<file path="src/rtl/rvic_pkg.sv">
package rvic_pkg;

  typedef logic [6:0] cls_t;

  typedef enum logic [2:0] {
    FMT_NONE,
    FMT_I,
    FMT_S,
    FMT_B,
    FMT_U,
    FMT_J
  } fmt_t;

  typedef struct packed {
    cls_t cls;
    fmt_t fmt;
  } dec_t;

  localparam logic [6:0] OP_REG    = 7'b0110011;
  localparam logic [6:0] OP_IMM    = 7'b0010011;
  localparam logic [6:0] OP_LOAD   = 7'b0000011;
  localparam logic [6:0] OP_STORE  = 7'b0100011;
  localparam logic [6:0] OP_BRANCH = 7'b1100011;
  localparam logic [6:0] OP_JAL    = 7'b1101111;
  localparam logic [6:0] OP_JALR   = 7'b1100111;
  localparam logic [6:0] OP_LUI    = 7'b0110111;
  localparam logic [6:0] OP_AUIPC  = 7'b0010111;
  localparam logic [6:0] OP_SYSTEM = 7'b1110011;

  localparam logic [6:0] F7_BASE = 7'h00;
  localparam logic [6:0] F7_ALT  = 7'h20;

  localparam logic [1:0] QUAD_0 = 2'd0;
  localparam logic [1:0] QUAD_1 = 2'd1;
  localparam logic [1:0] QUAD_2 = 2'd2;
  localparam logic [1:0] QUAD_W = 2'd3;

  localparam cls_t CLS_INVALID    = 7'd0;
  localparam cls_t CLS_ADD        = 7'd1;
  localparam cls_t CLS_SUB        = 7'd2;
  localparam cls_t CLS_XOR        = 7'd3;
  localparam cls_t CLS_OR         = 7'd4;
  localparam cls_t CLS_AND        = 7'd5;
  localparam cls_t CLS_SLL        = 7'd6;
  localparam cls_t CLS_SRL        = 7'd7;
  localparam cls_t CLS_SRA        = 7'd8;
  localparam cls_t CLS_SLT        = 7'd9;
  localparam cls_t CLS_SLTU       = 7'd10;
  localparam cls_t CLS_ADDI       = 7'd11;
  localparam cls_t CLS_XORI       = 7'd12;
  localparam cls_t CLS_ORI        = 7'd13;
  localparam cls_t CLS_ANDI       = 7'd14;
  localparam cls_t CLS_SLLI       = 7'd15;
  localparam cls_t CLS_SRLI       = 7'd16;
  localparam cls_t CLS_SRAI       = 7'd17;
  localparam cls_t CLS_SLTI       = 7'd18;
  localparam cls_t CLS_SLTIU      = 7'd19;
  localparam cls_t CLS_LB         = 7'd20;
  localparam cls_t CLS_LH         = 7'd21;
  localparam cls_t CLS_LW         = 7'd22;
  localparam cls_t CLS_LBU        = 7'd23;
  localparam cls_t CLS_LHU        = 7'd24;
  localparam cls_t CLS_SB         = 7'd25;
  localparam cls_t CLS_SH         = 7'd26;
  localparam cls_t CLS_SW         = 7'd27;
  localparam cls_t CLS_BEQ        = 7'd28;
  localparam cls_t CLS_BNE        = 7'd29;
  localparam cls_t CLS_BLT        = 7'd30;
  localparam cls_t CLS_BGE        = 7'd31;
  localparam cls_t CLS_BLTU       = 7'd32;
  localparam cls_t CLS_BGEU       = 7'd33;
  localparam cls_t CLS_JAL        = 7'd34;
  localparam cls_t CLS_JALR       = 7'd35;
  localparam cls_t CLS_LUI        = 7'd36;
  localparam cls_t CLS_AUIPC      = 7'd37;
  localparam cls_t CLS_ECALL      = 7'd38;
  localparam cls_t CLS_EBREAK     = 7'd39;
  localparam cls_t CLS_C_LW       = 7'd40;
  localparam cls_t CLS_C_SW       = 7'd41;
  localparam cls_t CLS_C_ADDI4SPN = 7'd42;
  localparam cls_t CLS_C_J        = 7'd43;
  localparam cls_t CLS_C_JAL      = 7'd44;
  localparam cls_t CLS_C_BEQZ     = 7'd45;
  localparam cls_t CLS_C_BNEZ     = 7'd46;
  localparam cls_t CLS_C_LI       = 7'd47;
  localparam cls_t CLS_C_ADDI16SP = 7'd48;
  localparam cls_t CLS_C_LUI      = 7'd49;
  localparam cls_t CLS_C_NOP      = 7'd50;
  localparam cls_t CLS_C_ADDI     = 7'd51;
  localparam cls_t CLS_C_SRLI     = 7'd52;
  localparam cls_t CLS_C_SRAI     = 7'd53;
  localparam cls_t CLS_C_ANDI     = 7'd54;
  localparam cls_t CLS_C_SUB      = 7'd55;
  localparam cls_t CLS_C_XOR      = 7'd56;
  localparam cls_t CLS_C_OR       = 7'd57;
  localparam cls_t CLS_C_AND      = 7'd58;
  localparam cls_t CLS_C_LWSP     = 7'd59;
  localparam cls_t CLS_C_SWSP     = 7'd60;
  localparam cls_t CLS_C_JR       = 7'd61;
  localparam cls_t CLS_C_MV       = 7'd62;
  localparam cls_t CLS_C_EBREAK   = 7'd63;
  localparam cls_t CLS_C_JALR     = 7'd64;
  localparam cls_t CLS_C_ADD      = 7'd65;
  localparam cls_t CLS_C_SLLI     = 7'd66;

  localparam logic [4:0] REG_SP = 5'd2;

endpackage

</file>
<file path="src/rtl/rvic_classify.sv">
module rvic_classify
  import rvic_pkg::*;
(
  input  logic [31:0] word,
  output dec_t        dec
);

  logic [2:0] f3;
  logic [6:0] f7;
  logic [4:0] crd;
  logic [4:0] crs2;
  cls_t       c_cls;
  cls_t       w_cls;
  fmt_t       w_fmt;

  assign f3   = word[14:12];
  assign f7   = word[31:25];
  assign crd  = word[11:7];
  assign crs2 = word[6:2];

  // Compressed forms use bits 15:13 as their function code.
  always_comb begin
    c_cls = CLS_INVALID;
    unique case (word[1:0])
      QUAD_0: begin
        unique case (word[15:13])
          3'd0:    c_cls = CLS_C_ADDI4SPN;
          3'd2:    c_cls = CLS_C_LW;
          3'd6:    c_cls = CLS_C_SW;
          default: c_cls = CLS_INVALID;
        endcase
      end
      QUAD_1: begin
        unique case (word[15:13])
          3'd0:    c_cls = (word[12:2] == 11'd0) ? CLS_C_NOP : CLS_C_ADDI;
          3'd1:    c_cls = CLS_C_JAL;
          3'd2:    c_cls = CLS_C_LI;
          3'd3:    c_cls = (crd == REG_SP) ? CLS_C_ADDI16SP : CLS_C_LUI;
          3'd5:    c_cls = CLS_C_J;
          3'd6:    c_cls = CLS_C_BEQZ;
          3'd7:    c_cls = CLS_C_BNEZ;
          default: begin
            unique case (word[11:10])
              2'd0:    c_cls = CLS_C_SRLI;
              2'd1:    c_cls = CLS_C_SRAI;
              2'd2:    c_cls = CLS_C_ANDI;
              default: begin
                unique case (word[6:5])
                  2'd0:    c_cls = CLS_C_SUB;
                  2'd1:    c_cls = CLS_C_XOR;
                  2'd2:    c_cls = CLS_C_OR;
                  default: c_cls = CLS_C_AND;
                endcase
              end
            endcase
          end
        endcase
      end
      QUAD_2: begin
        unique case (word[15:13])
          3'd0:    c_cls = CLS_C_SLLI;
          3'd2:    c_cls = CLS_C_LWSP;
          3'd6:    c_cls = CLS_C_SWSP;
          3'd4: begin
            priority if (!word[12]) begin
              c_cls = (crs2 == 5'd0) ? CLS_C_JR : CLS_C_MV;
            end else if (word[11:2] == 10'd0) begin
              c_cls = CLS_C_EBREAK;
            end else begin
              c_cls = (crs2 == 5'd0) ? CLS_C_JALR : CLS_C_ADD;
            end
          end
          default: c_cls = CLS_INVALID;
        endcase
      end
      default: c_cls = CLS_INVALID;
    endcase
  end

  always_comb begin
    w_cls = CLS_INVALID;
    w_fmt = FMT_NONE;
    unique case (word[6:0])
      OP_REG: begin
        if (f7 == F7_BASE) begin
          unique case (f3)
            3'd0:    w_cls = CLS_ADD;
            3'd1:    w_cls = CLS_SLL;
            3'd2:    w_cls = CLS_SLT;
            3'd3:    w_cls = CLS_SLTU;
            3'd4:    w_cls = CLS_XOR;
            3'd5:    w_cls = CLS_SRL;
            3'd6:    w_cls = CLS_OR;
            default: w_cls = CLS_AND;
          endcase
        end else if (f7 == F7_ALT) begin
          unique case (f3)
            3'd0:    w_cls = CLS_SUB;
            3'd5:    w_cls = CLS_SRA;
            default: w_cls = CLS_INVALID;
          endcase
        end
      end
      OP_IMM: begin
        w_fmt = FMT_I;
        unique case (f3)
          3'd0:    w_cls = CLS_ADDI;
          3'd1:    w_cls = CLS_SLLI;
          3'd2:    w_cls = CLS_SLTI;
          3'd3:    w_cls = CLS_SLTIU;
          3'd4:    w_cls = CLS_XORI;
          3'd5:    w_cls = word[30] ? CLS_SRAI : CLS_SRLI;
          3'd6:    w_cls = CLS_ORI;
          default: w_cls = CLS_ANDI;
        endcase
      end
      OP_LOAD: begin
        w_fmt = FMT_I;
        unique case (f3)
          3'd0:    w_cls = CLS_LB;
          3'd1:    w_cls = CLS_LH;
          3'd2:    w_cls = CLS_LW;
          3'd4:    w_cls = CLS_LBU;
          3'd5:    w_cls = CLS_LHU;
          default: w_cls = CLS_INVALID;
        endcase
      end
      OP_STORE: begin
        w_fmt = FMT_S;
        unique case (f3)
          3'd0:    w_cls = CLS_SB;
          3'd1:    w_cls = CLS_SH;
          3'd2:    w_cls = CLS_SW;
          default: w_cls = CLS_INVALID;
        endcase
      end
      OP_BRANCH: begin
        w_fmt = FMT_B;
        unique case (f3)
          3'd0:    w_cls = CLS_BEQ;
          3'd1:    w_cls = CLS_BNE;
          3'd4:    w_cls = CLS_BLT;
          3'd5:    w_cls = CLS_BGE;
          3'd6:    w_cls = CLS_BLTU;
          3'd7:    w_cls = CLS_BGEU;
          default: w_cls = CLS_INVALID;
        endcase
      end
      OP_JAL: begin
        w_fmt = FMT_J;
        w_cls = CLS_JAL;
      end
      OP_JALR: begin
        w_fmt = FMT_I;
        w_cls = CLS_JALR;
      end
      OP_LUI: begin
        w_fmt = FMT_U;
        w_cls = CLS_LUI;
      end
      OP_AUIPC: begin
        w_fmt = FMT_U;
        w_cls = CLS_AUIPC;
      end
      OP_SYSTEM: begin
        w_fmt = FMT_I;
        if (word[31:20] == 12'd0) begin
          w_cls = CLS_ECALL;
        end else if (word[31:20] == 12'd1) begin
          w_cls = CLS_EBREAK;
        end
      end
      default: begin
        w_cls = CLS_INVALID;
        w_fmt = FMT_NONE;
      end
    endcase
  end

  always_comb begin
    if (word[1:0] == QUAD_W) begin
      dec.cls = w_cls;
      dec.fmt = w_fmt;
    end else begin
      dec.cls = c_cls;
      dec.fmt = FMT_NONE;
    end
  end

endmodule

</file>
<file path="src/rtl/rv32ic_instruction_classifier.sv">
// Channel  | Handshake                  | Payload
// -------- | -------------------------- | ---------------------------------------------
// input    | in_valid / in_stall        | instruction_word
// output   | out_valid / out_stall      | instr_class, is_compressed, dest_reg,
//          |                            | src_reg_a, src_reg_b, immediate
//
// One beat is taken every cycle while the input is not stalled; a beat passes all register stages before it leaves.
// The three register stages are capture, class decode and field/immediate assembly.
// Reset empties all stages; payload registers are not reset.
// A stall holds each full stage; a bubble in the pipe still lets earlier stages move.
module rv32ic_instruction_classifier
  import rvic_pkg::*;
(
  input  logic               clk,
  input  logic               rst,
  input  logic               in_valid,
  output logic               in_stall,
  input  logic [31:0]        instruction_word,
  output logic               out_valid,
  input  logic               out_stall,
  output logic [6:0]         instr_class,
  output logic               is_compressed,
  output logic [4:0]         dest_reg,
  output logic [4:0]         src_reg_a,
  output logic [4:0]         src_reg_b,
  output logic signed [31:0] immediate
);

  logic        v1;
  logic        v2;
  logic        v3;
  logic        en1;
  logic        en2;
  logic        en3;
  logic [31:0] w1;
  logic [31:0] w2;
  dec_t        dec1;
  dec_t        dec2;
  logic [31:0] imm_next;
  logic        zero_next;

  assign en3      = !v3 || !out_stall;
  assign en2      = !v2 || en3;
  assign en1      = !v1 || en2;
  assign in_stall = !en1;
  assign out_valid = v3;

  always_ff @(posedge clk) begin
    if (rst) begin
      v1 <= 1'b0;
      v2 <= 1'b0;
      v3 <= 1'b0;
    end else begin
      if (en1) begin
        v1 <= in_valid;
      end
      if (en2) begin
        v2 <= v1;
      end
      if (en3) begin
        v3 <= v2;
      end
    end
  end

  always_ff @(posedge clk) begin
    if (en1) begin
      w1 <= instruction_word;
    end
  end

  rvic_classify u_classify (
    .word (w1),
    .dec  (dec1)
  );

  always_ff @(posedge clk) begin
    if (en2) begin
      w2   <= w1;
      dec2 <= dec1;
    end
  end

  always_comb begin
    unique case (dec2.fmt)
      FMT_I:   imm_next = {{20{w2[31]}}, w2[31:20]};
      FMT_S:   imm_next = {{20{w2[31]}}, w2[31:25], w2[11:7]};
      FMT_B:   imm_next = {{20{w2[31]}}, w2[7], w2[30:25], w2[11:8], 1'b0};
      FMT_U:   imm_next = {w2[31:12], 12'd0};
      FMT_J:   imm_next = {{12{w2[31]}}, w2[19:12], w2[20], w2[30:21], 1'b0};
      default: imm_next = 32'd0;
    endcase
  end

  assign zero_next = (w2[1:0] != QUAD_W) || (dec2.cls == CLS_INVALID);

  always_ff @(posedge clk) begin
    if (en3) begin
      instr_class   <= dec2.cls;
      is_compressed <= (w2[1:0] != QUAD_W);
      dest_reg      <= zero_next ? 5'd0 : w2[11:7];
      src_reg_a     <= zero_next ? 5'd0 : w2[19:15];
      src_reg_b     <= zero_next ? 5'd0 : w2[24:20];
      immediate     <= zero_next ? 32'sd0 : $signed(imm_next);
    end
  end

  a_stall_full: assert property (@(posedge clk) disable iff (rst)
    in_stall |-> (v1 && v2 && v3 && out_stall))
    else $error("input stalled while the pipeline has room");

  a_invalid_zero: assert property (@(posedge clk) disable iff (rst)
    (out_valid && (is_compressed || instr_class == CLS_INVALID)) |->
      (dest_reg == 5'd0 && src_reg_a == 5'd0 && src_reg_b == 5'd0 && immediate == 32'sd0))
    else $error("register or immediate fields set for a compressed or invalid beat");

  a_class_range: assert property (@(posedge clk) disable iff (rst)
    (out_valid && instr_class != CLS_INVALID) |->
      (is_compressed ? (instr_class >= CLS_C_LW && instr_class <= CLS_C_SLLI)
                     : (instr_class <= CLS_EBREAK)))
    else $error("class code does not match the compressed flag");

  a_bubble_fill: assert property (@(posedge clk) disable iff (rst)
    (!v3 && v2) |=> v3)
    else $error("empty output stage did not take the decoded beat");

endmodule

</file>
<file path="config.mk">
export PLATFORM = sky130hd
export DESIGN_NAME = rv32ic_instruction_classifier
export DESIGN_NICKNAME = d
export VERILOG_FILES = /design/src/rtl/rvic_pkg.sv /design/src/rtl/rvic_classify.sv /design/src/rtl/rv32ic_instruction_classifier.sv
export SDC_FILE = /design/constraint.sdc
export NUM_CORES = 1
export LEC_CHECK = 0
export BUFFER_PORTS_ARGS = -buffer_cell sky130_fd_sc_hd__clkbuf_2
export CAP_MARGIN = 20
export CORE_ASPECT_RATIO = 1.1
export CORE_MARGIN = 10
export CORE_UTILIZATION = 40
export DETAILED_ROUTE_END_ITERATION = 8
export SYNTH_ARGS = -nofsm -noshare
export SYNTH_HDL_FRONTEND = slang
export SYNTH_HIERARCHICAL = 1
export SYNTH_SLANG_ARGS = --single-unit
</file>
<file path="constraint.sdc">
create_clock -name clk -period 2.85 [get_ports clk]
set_input_delay 0.4275 -clock clk [delete_from_list [all_inputs] [get_ports clk]]
set_output_delay 0.4275 -clock clk [all_outputs]
set_load 0.1 [all_outputs]
</file>
==> impl_metrics.ini, run 1 <==
[synth]
ys_ff_latch = 127
synth_area_um2 = 5700
synth_top_family_by_area = simple AND/OR/NAND/NOR gates
synth_edf_count = 124
yosysWarnings = 6
synthXorXnorAreaFrac_pct = 0.307
synthAdderAreaFrac_pct = 1.32
syn_inst = 415
synth-simple-area-share_pct = 16.5
synth_compound_area_share_pct = 11.5
yosysUniqueCellTypes = 67
syn-num-nets = 457
synthArstFlopShare_pct = 0
synthMuxAreaShare_pct = 0.527
syn_avg_cell_area_um2 = 13.7
ys.flop_type = edfxtp_1
ys_seq_area_share_pct = 66.4

[floorplan]
die_w_um = 134
num_io_pins = 93
num_rows = 45
start_util_pct = 41.0
core_area_um2 = 13900
die_h_um = 145
dieArea_um2 = 19400

[drt]
drtAntennaViolNets = 0
drtIter0Drc = 331
num_vias = 3754
dr.pass1.iters = 5
vias_per_cell = 5.26
drt-total-wl_mm = 13.4
wl_per_cell_um = 18.7
drc = 0

[hold_path]
hold_path_end = w1[21]$_DFFE_PN_
hp-start = instruction_word[21]
min_path_type = input port to flip-flop
whs_path_depth = 1

[timing]
hold_viol = 0
period_share_pct = 76.0
period_needed_ps = 2170
setup_viol = 0
slew-limit-headroom_pct = 51.2
drv_slew = 0
whs_ps = 187
tightestPinTransition_ps = 731
fmax_mhz = 462
fin_tns_setup_ps = 0
rsz0062_at_grt = no
skew_ps = 6.95

[placement]
gp_congestion = 0.917
io_buffer_count = 92
dp_hpwl_mm = 9.71

[global_routing]
grt_use_total_pct = 13.9
busiest_layer = met2
grt_first_pass_wirelength_mm = 20.9
grt_util_met1_pct = 16.0
grt_pass1_vias = 3804
grt_util_met3_pct = 4.07
grt_util_met2_pct = 22.4
grt_max_degree = 56
grt_overflow_total = 0
antenna_found_initial = 0

[flow_run]
maxCapViolCount = 0

[layout]
drive_above_1_share_pct = 31.9
top_regs = immediate: 32 flops, w1: 32 flops, w2: 27 flops
final_nets = 555
diodes = 0
fillerInstances = 1242
syn_to_final_growth_pct = 21.7

[clocking]
cts-resized-gates = 0
hold_buffers = 0
cts_made_buffers = 17
post_cts_buffers = 0
cts_sinks = 127
htreeDepth = 4
cts.path.max_buffers = 2
cts-root-buf = clkbuf_16
clk_latency_ps = 410
cts_tree = yes
clkTransAtPathRegs_ps = 60

[worst_setup_path]
worst_setup_path_end_kind = flip-flop
worstReg2RegStart = w1[15]$_DFFE_PN_
cp_data_required_time_ps = 2990
r2r-end = dec2[3]$_DFFE_PP_
crit_buf_inv = 1
path_max_fanout = 9
slowest_delay_ps = 510
worst-path-stages = 7
crit_arrival_ps = 2310
crit_chain = inv_1 -> ha_1 -> o21ai_0 -> nor3_2 -> o211a_1 -> a221oi_1 -> nand4_1
crit_family = compound AO/OA/AOI/OAI gates
critical_path_class = flip-flop to flip-flop
reg2reg_depth = 7
crit_path_start_kind = flip-flop
reg2reg_slack_ps = 680
crit_slowest_cell = edfxtp_1

[outcome]
status = completed

[power]
leakage_nw = 2.70
power_mw = 4.88
power_density_nw_per_um2 = 704
ir_worst_vdd_v = 0.000288
==> worst max-delay path by stage <==
| stage | startpoint | to | slack [ps] |
|---|---|---|---|
| floorplan | out_valid$_SDFFE_PP0P_ | dest_reg[0]$_SDFFCE_PP0P_ | 40 |
| global placement | w1[14]$_DFFE_PN_ | dec2[5]$_DFFE_PP_ | 660 |
| detailed placement | w1[14]$_DFFE_PN_ | dec2[4]$_DFFE_PP_ | 710 |
| CTS | w1[14]$_DFFE_PN_ | dec2[4]$_DFFE_PP_ | 700 |
| global route | w1[15]$_DFFE_PN_ | dec2[3]$_DFFE_PP_ | 470 |
| finish | w1[15]$_DFFE_PN_ | dec2[3]$_DFFE_PP_ | 680 |
==> cell families after synthesis <==
family | after synthesis
flops | 127
xor+xnor | 2
compound gates | 83
simple gates | 159
mux | 3
buf+inv | 35
fa+ha+maj | 6
==> stage by stage <==
stage / std cells / setup WS (ps) / utilization [%] / instance area [um^2]
floorplan: 415 / 43.3 / - / 5710
global placement: 682 / 660 / 45.6 / 6340
detailed placement: 682 / 713 / 45.6 / 6340
CTS: 714 / 703 / 49.9 / 6930
global route: 714 / 467 / 49.9 / 6930
finish: 714 / 685 / 49.9 / 6930
==> final cells by class <==
type | count | area, um^2 | area share (%)
flip-flops and latches | 127 | 3780 | 54.6
multi-input cells | 253 | 1730 | 24.9
repair buffers | 104 | 551 | 7.94
clock buffers | 18 | 429 | 6.19
well taps | 188 | 235 | 3.39
clock inverters | 14 | 166 | 2.40
inverters | 10 | 41.3 | 0.595
==> Yosys cell counts, drive strengths merged, types with 2 or more instances <==
cell     count  share of area, %
buf         19               2.3
or4          2              0.33
ha           6               1.3
a211oi      25               4.3
a22oi        6              0.79
nor2b        6              0.66
dfxtp        3               1.1
mux2i        3              0.53
nand2b       4              0.44
o21bai       2              0.26
edfxtp     124                65
a21o         2              0.26
or3b         3              0.50
nor3        14               1.8
and2        17               1.9
nor4         3              0.44
nand4        4              0.44
and2b        2              0.29
a2111oi      4              0.64
inv         10              0.66
o211ai       4              0.53
nand3b      18               2.4
or3          4              0.70
nand3       10              0.88
nor2        28               1.8
nor3b        2              0.26
o41ai        2              0.64
and3         8              0.88
clkbuf       6              0.42
o21ai       14               1.3
a21oi       13               1.2
nand2       28               1.8
==> report_power, final <==
| group | internal (mW) | total, mW | switching [mW] |
|---|---|---|---|
| Combinational | 0.102 | 0.512 | 0.409 |
| Clock | 1.37 | 2.16 | 0.787 |
| Sequential | 2.14 | 2.21 | 0.0678 |
==> worst reg2reg max path: cells and delay by family (launching register included) <==
family,cells,cell delay [ps]
flip-flops,1,510
AO/OA/AOI/OAI,3,730
buffers and inverters,1,170
AND/OR/NAND/NOR,2,280
adder cells (fa/ha/maj),1,220
==> per-layer routing <==
layer  wire length [um]  up-vias
met5                  0        -
met4                455        0
met3                778       26
met2               6640      143
met1               5520     1788
li1                   -     1797
==> layout by cell type, fill, tap and decap left out, types with 3 or more instances in the layout <==
cell	netlist	layout
edfxtp_1	124	124
clkbuf_2	1	92
nor2_1	28	28
nand2_1	28	26
nand3b_1	18	18
and2_1	17	17
clkbuf_16	0	17
a211oi_1	13	13
o21ai_0	13	13
a21oi_1	12	12
a211oi_2	12	12
buf_4	5	12
nand3_1	10	10
and3_1	8	8
inv_1	9	8
nor3_1	7	7
nor3_2	7	7
nor2b_1	6	6
a22oi_1	6	6
ha_1	6	6
clkinv_4	0	4
nand4_1	4	4
nand2b_1	4	4
o211ai_1	4	4
clkinvlp_4	0	3
or3_4	3	3
mux2i_1	3	3
bufinv_16	0	3
dfxtp_1	3	3
a2111oi_0	3	3
Note: power is estimated with default switching activity, not from simulation.
==> run 2, diff against run 1 <==
==> constraint.sdc (replaced) <==
create_clock -name clk -period 1.9 [get_ports clk]
set_input_delay 0.285 -clock clk [delete_from_list [all_inputs] [get_ports clk]]
set_output_delay 0.285 -clock clk [all_outputs]
set_load 0.1 [all_outputs]
==> run 2 against run 1 <==
The run now ends with negative setup slack left. Non-clock buffer count up 53. Largest power group is now clock. Clock-buffer cell count down 1. Clock power up 61%. Highest routed layer unchanged. Via count up 4.4%.
==> impl_metrics.ini, run 2 (same netlist as run 1, synthesis figures left out) <==
[clocking]
cts_tree = yes
cts-root-buf = clkbuf_16
hold_buffers = 0
htreeDepth = 4
cts_made_buffers = 17
clkTransAtPathRegs_ps = 60
cts_sinks = 127
clk_latency_ps = 410
cts.path.max_buffers = 2

[placement]
place_ws_ps = -98.4
gp_congestion = 0.856
dp_hpwl_mm = 10.7
io_buffer_count = 92
placed_area_um2 = 6820

[timing]
slew-limit-headroom_pct = 63.5
setup_viol = 3
hold_viol = 0
tightestPinTransition_ps = 550
fin_tns_setup_ps = -70.7
skew_ps = 10.3
period_needed_ps = 1940
rsz0062_at_grt = yes
period_share_pct = 102
drv_slew = 0
setup_ws_ps = -42.9
fmax_mhz = 515

[layout]
top_regs = immediate: 32 flops, w1: 32 flops, w2: 27 flops
final_cell_area_um2 = 7520
fillerInstances = 1207
diodes = 0
syn_to_final_growth_pct = 31.9
final_common_cell = edfxtp_1
drive_above_1_share_pct = 40.3
mostFrequentLayoutCells = edfxtp_1, clkbuf_2, buf_4, nor2_1, nand2_1
final_core_util_pct = 54.0
final_nets = 608

[drt]
drtAntennaViolNets = 0
vias_per_cell = 5.12
drc = 0
num_vias = 3919
drtIter0Drc = 307
wl_per_cell_um = 18.5
dr.pass1.iters = 5
drt-total-wl_mm = 14.2

[hold_path]
hold_path_end = w1[4]$_DFFE_PN_
min_path_type = input port to flip-flop
whs_path_depth = 1
hp-start = instruction_word[4]

[worst_setup_path]
crit_buf_inv = 1
crit_arrival_ps = 2200
crit_slowest_cell = edfxtp_1
reg2reg_depth = 5
crit_family = compound AO/OA/AOI/OAI gates
cp_data_required_time_ps = 2160
worst_setup_path_end_kind = flip-flop
reg2reg_slack_ps = -40
worst-path-stages = 5
crit_chain = or3_4 -> o41ai_4 -> buf_4 -> o2111ai_1 -> o211ai_1
path_max_fanout = 5
worstReg2RegStart = w1[3]$_DFFE_PN_
r2r-end = dec2[5]$_DFFE_PP_
slowest_delay_ps = 510
critical_path_class = flip-flop to flip-flop
crit_path_start_kind = flip-flop

[floorplan]
num_io_pins = 93
core_area_um2 = 13900
dieArea_um2 = 19400
die_w_um = 134
num_rows = 45
die_h_um = 145
start_util_pct = 41.0

[global_routing]
grt_max_degree = 56
grt_use_total_pct = 14.9
grt_first_pass_wirelength_mm = 22.5
grt_overflow_total = 0
grt_pass1_vias = 4078
antenna_found_initial = 0

[flow_run]
maxCapViolCount = 0

[outcome]
status = finished with violations
violations = negative setup slack

[power]
power_density_nw_per_um2 = 1020
leakage_nw = 3.04
ir_worst_vdd_v = 0.000448
run 2: cell types whose count changed in the layout (fill, tap and decap cells not counted), moves of 2 or more:
cell,before,now
buf_4,12,59
buf_12,0,6
bufinv_16,3,5
inv_1,8,6
nor3_4,0,2
o21ai_0,13,11
o21ai_1,0,2
run 2: worst max-delay path by stage:
stage | startpoint | end
floorplan | w1[13]$_DFFE_PN_ | dec2[6]$_DFFE_PP_
global placement | w1[3]$_DFFE_PN_ | dec2[5]$_DFFE_PP_
detailed placement | w1[13]$_DFFE_PN_ | dec2[4]$_DFFE_PP_
CTS | w1[13]$_DFFE_PN_ | dec2[4]$_DFFE_PP_
global route | w1[2]$_DFFE_PN_ | dec2[6]$_DFFE_PP_
finish | w1[3]$_DFFE_PN_ | dec2[5]$_DFFE_PP_
run 2: per-layer routing:
layer	vias to the layer above	GRT usage, %	part of all wire [%]
met2	99	24.8	52
met4	0	5.83	1.3
met3	17	4.90	5.3
li1	1896	-	-
met1	1907	17.2	42
met5	-	0	0
run 2: repair_timing:
item,4_1_cts,5_1_grt
pin swaps,3,1
buffers inserted,0,1
resized for setup,4,10
setup endpoints to repair,5,6
run 2: worst reg2reg max path, delay by kind of cell, from the launching register on:
family / cells / cell delay (ps)
flip-flops: 1 / 510
buffers and inverters: 1 / 180
AO/OA/AOI/OAI: 3 / 620
AND/OR/NAND/NOR: 1 / 470
run 2: cell type report:
cell class | count | area (um^2) | share of cell area [%]
Multi-Input combinational cell | 253 | 1780 | 23.7
Inverter | 10 | 45.0 | 0.599
Timing Repair Buffer | 157 | 1030 | 13.7
Clock buffer | 17 | 425 | 5.66
Clock inverter | 14 | 215 | 2.86
Tap cell | 188 | 235 | 3.13
Sequential cell | 127 | 3790 | 50.4
run 2: power by group:
part	leakage [nW]	switching [mW]	internal (mW)
clock	0.311	1.16	2.32
combinational	1.31	0.657	0.224
sequential	1.42	0.0858	3.22
total	3.04	1.91	5.76
run 2: stage by stage:
stage               hold WS (ps)  power (mW)  cells
floorplan                    348        3.96    415
global placement             403        4.23    734
detailed placement           406        4.23    734
CTS                         25.2        7.73    765
global route                20.3        7.94    766
finish                      42.4        7.66    766
